## config.mk

```make
export PLATFORM = sky130hd
export DESIGN_NAME = spq_ctrl
export DESIGN_NICKNAME = d
export VERILOG_FILES = /design/src/sv/stable_priority_queue_assert.svh /design/src/sv/spq_pkg.sv /design/src/sv/spq_ctrl.sv
export SDC_FILE = /design/constraint.sdc
export NUM_CORES = 1
export LEC_CHECK = 0
export ABC_CLOCK_PERIOD_IN_PS = 1900
export BUFFER_PORTS_ARGS = -buffer_cell sky130_fd_sc_hd__buf_2
export CAP_MARGIN = 10
export CORE_AREA = 2 2 39 41
export CTS_BUF_LIST = sky130_fd_sc_hd__clkbuf_4 sky130_fd_sc_hd__clkbuf_8
export CTS_CLUSTER_SIZE = 40
export DETAILED_ROUTE_END_ITERATION = 12
export DIE_AREA = 0 0 41 43
export GPL_TIMING_DRIVEN = 0
export HOLD_SLACK_MARGIN = 0.12
export PLACE_DENSITY_LB_ADDON = 0.1
export SETUP_SLACK_MARGIN = 0.15
export SLEW_MARGIN = 10
export SYNTH_ARGS = -nofsm -noshare
export SYNTH_HDL_FRONTEND = slang
export SYNTH_SLANG_ARGS = --single-unit
```

## constraint.sdc

```tcl
create_clock -name i_clk -period 1.9 [get_ports i_clk]
set_input_delay 0.095 -clock i_clk [delete_from_list [all_inputs] [get_ports i_clk]]
set_output_delay 0.095 -clock i_clk [all_outputs]
set_load 0.02 [all_outputs]
```

## src/sv/stable_priority_queue_assert.svh

```systemverilog
// ----------------------------------------------------------------------------
// Stable priority queue assertion macros
// Shorthand for clocked assertions, disabled while reset is held.
// ----------------------------------------------------------------------------
`ifndef STABLE_PRIORITY_QUEUE_ASSERT_SVH
`define STABLE_PRIORITY_QUEUE_ASSERT_SVH

// Check a condition at every clock edge outside reset.
`define SPQ_ASSERT_HOLDS(label, cond, msg) \
    label: assert property (@(posedge i_clk) disable iff (!i_rst_n) (cond)) \
        else $error(msg);

// Check a consequence at the clock edge after its trigger.
`define SPQ_ASSERT_NEXT(label, ante, cons, msg) \
    label: assert property (@(posedge i_clk) disable iff (!i_rst_n) (ante) |=> (cons)) \
        else $error(msg);

`endif

```

## src/sv/spq_pkg.sv

```systemverilog
// ----------------------------------------------------------------------------
// spq_pkg
// Shared types and constants of the stable priority queue.
// ----------------------------------------------------------------------------
package spq_pkg;

    localparam int          DEPTH_DEF    = 64;
    localparam logic [7:0]  LIMIT_RESET  = 8'd10;
    localparam logic [3:0]  VIP_PRIORITY = 4'd1;

    // command codes; code 3 behaves as a peek
    localparam logic [1:0]  CMD_ENQ = 2'd0;
    localparam logic [1:0]  CMD_DEQ = 2'd1;

    typedef enum logic [1:0] {
        ST_OK    = 2'd0,
        ST_FULL  = 2'd1,
        ST_EMPTY = 2'd2
    } t_status;

    typedef struct packed {
        logic [1:0]  cmd;
        logic [3:0]  priority_req;
        logic [31:0] tag;
        logic [31:0] stamp;
    } t_cmd_item;

    typedef struct packed {
        t_status     status;
        logic [15:0] assigned_id;
        logic [3:0]  head_priority;
        logic [15:0] head_id;
        logic [31:0] head_tag;
        logic [31:0] head_stamp;
        logic        is_empty;
        logic        is_full;
        logic [6:0]  occupancy;
    } t_result_item;

    // one stored queue entry
    typedef struct packed {
        logic [3:0]  prio;
        logic [15:0] id;
        logic [31:0] tag;
        logic [31:0] stamp;
    } t_entry;

    localparam int ENTRY_W = $bits(t_entry);

    // read address selection
    typedef enum logic [1:0] {
        RD_HEAD = 2'd0,
        RD_TAIL = 2'd1,
        RD_NEXT = 2'd2
    } t_rd_sel;

    // controller to datapath
    typedef struct packed {
        logic    enq_start;
        logic    rej_full;
        logic    rej_empty;
        logic    head_rd;
        logic    head_out;
        t_rd_sel rd_sel;
        logic    wr_shift;
        logic    wr_new;
    } t_dp_cmd;

    // datapath to controller
    typedef struct packed {
        logic is_enq;
        logic count_zero;
        logic count_full;
        logic shift_more;
        logic pos_one;
    } t_dp_stat;

endpackage

```

## src/sv/spq_ctrl.sv

```systemverilog
// ----------------------------------------------------------------------------
// spq_ctrl
// Command sequencer: accept, head read and insertion scan.
// ----------------------------------------------------------------------------
module spq_ctrl
    import spq_pkg::*;
(
    input  logic     i_clk,
    input  logic     i_rst_n,
    input  logic     i_start,
    input  t_dp_stat i_dp_stat,
    output logic     o_busy,
    output t_dp_cmd  o_dp_cmd
);

    typedef enum logic [3:0] {
        S_IDLE  = 4'b0001,
        S_HEAD  = 4'b0010,
        S_SCAN  = 4'b0100,
        S_PLACE = 4'b1000
    } t_state;

    t_state  r_state;
    t_state  n_state;
    t_dp_cmd n_cmd;

    always_comb begin
        n_state      = r_state;
        n_cmd        = '0;
        n_cmd.rd_sel = RD_HEAD;
        unique case (r_state)
            S_IDLE: begin
                if (i_start) begin
                    if (i_dp_stat.is_enq) begin
                        if (i_dp_stat.count_full) begin
                            n_cmd.rej_full = 1'b1;
                        end else begin
                            n_cmd.enq_start = 1'b1;
                            if (i_dp_stat.count_zero) begin
                                n_state = S_PLACE;
                            end else begin
                                n_cmd.rd_sel = RD_TAIL;
                                n_state      = S_SCAN;
                            end
                        end
                    end else if (i_dp_stat.count_zero) begin
                        n_cmd.rej_empty = 1'b1;
                    end else begin
                        n_cmd.head_rd = 1'b1;
                        n_state       = S_HEAD;
                    end
                end
            end
            S_HEAD: begin
                n_cmd.head_out = 1'b1;
                n_state        = S_IDLE;
            end
            S_SCAN: begin
                if (i_dp_stat.shift_more) begin
                    // move the entry up one slot and look one further down
                    n_cmd.wr_shift = 1'b1;
                    if (i_dp_stat.pos_one) begin
                        n_state = S_PLACE;
                    end else begin
                        n_cmd.rd_sel = RD_NEXT;
                    end
                end else begin
                    n_cmd.wr_new = 1'b1;
                    n_state      = S_IDLE;
                end
            end
            S_PLACE: begin
                n_cmd.wr_new = 1'b1;
                n_state      = S_IDLE;
            end
            default: begin
                n_state = S_IDLE;
            end
        endcase
    end

    always_ff @(posedge i_clk) begin
        if (!i_rst_n) begin
            r_state <= S_IDLE;
        end else begin
            r_state <= n_state;
        end
    end

    assign o_busy   = (r_state != S_IDLE);
    assign o_dp_cmd = n_cmd;

endmodule

```

==> metrics.cfg <==
[outcome]
outcome = finished, final reports clean

[yosys]
synth-xor-area-share = 0
synth_top_cell_by_area = dfxtp_1
synth_adder_area_share = 0
netlist_area_um2 = 297
synthSimpleGateAreaFrac = 0.477
yosysSeqAreaShare = 0.270
syn_avg_cell_area_um2 = 7.80
synth_top_family_by_area = simple AND/OR/NAND/NOR gates
async_reset_ff_frac = 0
synth_cell_type_count = 17
synth_compound_area_frac = 0.0844
synth_ff_type = dfxtp_1
ys_warn_count = 0
synth_cells = 38
syn_nets = 46
ys_top_cells_by_count = 6 x nor2_1, 5 x inv_1, 4 x dfxtp_1
synth_mux_area_frac = 0.0675
yosysMostFrequentCell = nor2_1
synth_top_area_frac = 0.270
synth_edf_count = 0
ys_ff_latch = 4
synth_area_leaders = dfxtp_1 27%, nor4b_4 8.0%, nor2_1 7.6%

[drt]
wirelength_um = 753
via_per_inst = 4.43
drc = 0
wl_met2_um = 337
ant_nets = 0
wl_met1_um = 344
drt_iter0_drc = 4
firstDrtPassIters = 3
detail_route.wl_per_cell_um = 9.78
dr.max_layer_used = met4
vias = 341
dr_wl_met3_um = 56

[clock_tree]
cts.path.max_buffers = 2
cts_tree = yes
cts_buffers = 3
insertion_delay_ns = 0.23
cts.sinks = 4
clkTransAtPathRegs_ns = 0.04
root_buffer = clkbuf_4
htreeDepth = 1

[die]
die_w_um = 41
die_area_um2 = 1760
io_pins = 18
core_area_um2 = 1380
rows = 14
fp.dieH_um = 43
start_util = 0.214

[power_and_ir_drop]
swShare = 0.288
total_power_mw = 0.267
switchingPower_mw = 0.0768
combPwrFrac = 0.262
pwr-share-seq = 0.343
pwr_density_cell_nw_per_um2 = 591
clkPwrFrac = 0.395
p_int_mw = 0.190
p_leak_nw = 0.246
vdd.ir_drop.worst_v = 0.000172

[place]
globalplace.congestion = 0.681
place_inst = 71
placed_area_um2 = 402
pre_cts_slack_ns = 0.433
hpwl_um = 602
portBuffers = 17

[worst_setup_path]
worst_path_largest_cell_delay_ns = 0.30
cp_data_required_time_ns = 1.80
cp_num_buf_inv = 2
cp_max_fo = 8
cp.arrival_ns = 1.45
r2r_setup_slack_ns = 0.57
r2r_cells = 5
crit_chain = buf_6 -> nor4b_4 -> nand3_1 -> nor3_1 -> buf_2
cpMaxStageDelayCell = dfxtp_1
cpLargestDelayFamily = simple AND/OR/NAND/NOR gates
start_kind = flip-flop
crit_type = reg -> out
path_depth = 5
endpoint_kind = output pin

[finish]
largest_register = r_state
areaGrowthSynthToFinish_pct = 52.3
fill_cells = 165
drive_above_1_share = 0.393
stdcell_count = 77
post-route-util = 0.326
postLayoutCellArea_um2 = 452
top_regs = r_state x4
fin_nets = 71
largest_reg_flops = 4
n_antenna_cell = 0

[grt]
grt_max_degree = 9
gr-total-overflow = 0
antenna_found_initial = 0
grt_pass1_wl_um = 1190
track_usage = 0.100
grt_pass1_vias = 302

[min_path]
hold_path_class = in -> reg
hold_depth = 3

[timing]
fin_crit_ns = 1.54
finalHoldViolations = 0
clock.fmax_ghz = 0.649
whs_ns = 0.176
rsz0062_at_grt = no
layout_setup_ws_ns = 0.360
tightest_slew_ns = 0.296
min_period_over_period = 0.811
maxSlewViolCount = 0
tns_ns = 0
fin_skew_ns = 0.00160
slew_headroom = 0.802
setup_viol = 0

[run]
cap_violations = 0

==> tightest hold or removal path: stages <==
cell and delay (ns):
buf_2 0.10, nand4_1 0.08, a221oi_1 0.07
==> what timing repair did <==
item,CTS,global route
hold buffers,2,0
gates resized for setup,0,0
setup endpoints to repair,0,5
endpoints found under the hold margin,2,0
setup buffers,0,1
==> placed cells by master (no fill, tap or decap), drive strengths merged <==
cell type / synthesis / final
nor4b: 2 / 2
nand3b: 1 / 1
nand2: 3 / 3
clkbuf: 0 / 3
nor3: 3 / 3
nand4b: 2 / 2
nand3: 3 / 3
nor2b: 1 / 1
nand4: 1 / 1
dfxtp: 4 / 4
nor2: 6 / 6
dlygate4sd3: 0 / 2
a21o: 1 / 1
inv: 5 / 5
buf: 1 / 19
and3: 1 / 1
a221oi: 2 / 2
mux2i: 2 / 2
==> worst paths after layout <==
| kind | endpoint | startpoint |
|---|---|---|
| max | o_dp_cmd[2] | r_state[2]$_SDFFE_PN0P_ |
| min | r_state[3]$_SDFFE_PN0P_ | i_dp_stat[0] |
| min reg2reg | r_state[0]$_SDFFE_PN1P_ | r_state[0]$_SDFFE_PN1P_ |
| max reg2reg | r_state[2]$_SDFFE_PN0P_ | r_state[2]$_SDFFE_PN0P_ |
==> layout make-up <==
cell class | count | area [um2] | area share
buffer | 1 | 11.3 | 0.0249
clock buffer | 3 | 22.5 | 0.0499
inverter | 5 | 18.8 | 0.0416
multi-input combinational | 28 | 186 | 0.413
sequential | 4 | 80.1 | 0.177
tap | 16 | 20.0 | 0.0443
timing repair buffer | 20 | 113 | 0.249
==> layer usage <==
| metal | GRT usage | up-vias |
|---|---|---|
| met5 | 0 | - |
| li1 | - | 182 |
| met3 | 0.0209 | 2 |
| met1 | 0.125 | 143 |
| met2 | 0.141 | 14 |
| met4 | 0.0800 | 0 |
==> power groups by stage <==
stage / Clock, mW / Combinational (mW) / Sequential, mW
3_3_place_gp: 0 / 0.0639 / 0.0931
2_1_floorplan: 0 / 0.0405 / 0.0921
3_5_place_dp: 0 / 0.0638 / 0.0928
4_1_cts: 0.109 / 0.0673 / 0.0916
5_1_grt: 0.112 / 0.0769 / 0.0920
6_report: 0.105 / 0.0700 / 0.0916
==> cells by family after synthesis <==
kind of cell | Yosys count
simple gates | 23
buf+inv | 6
flops | 4
compound gates | 3
mux | 2
(Power assumes the default switching activity.)
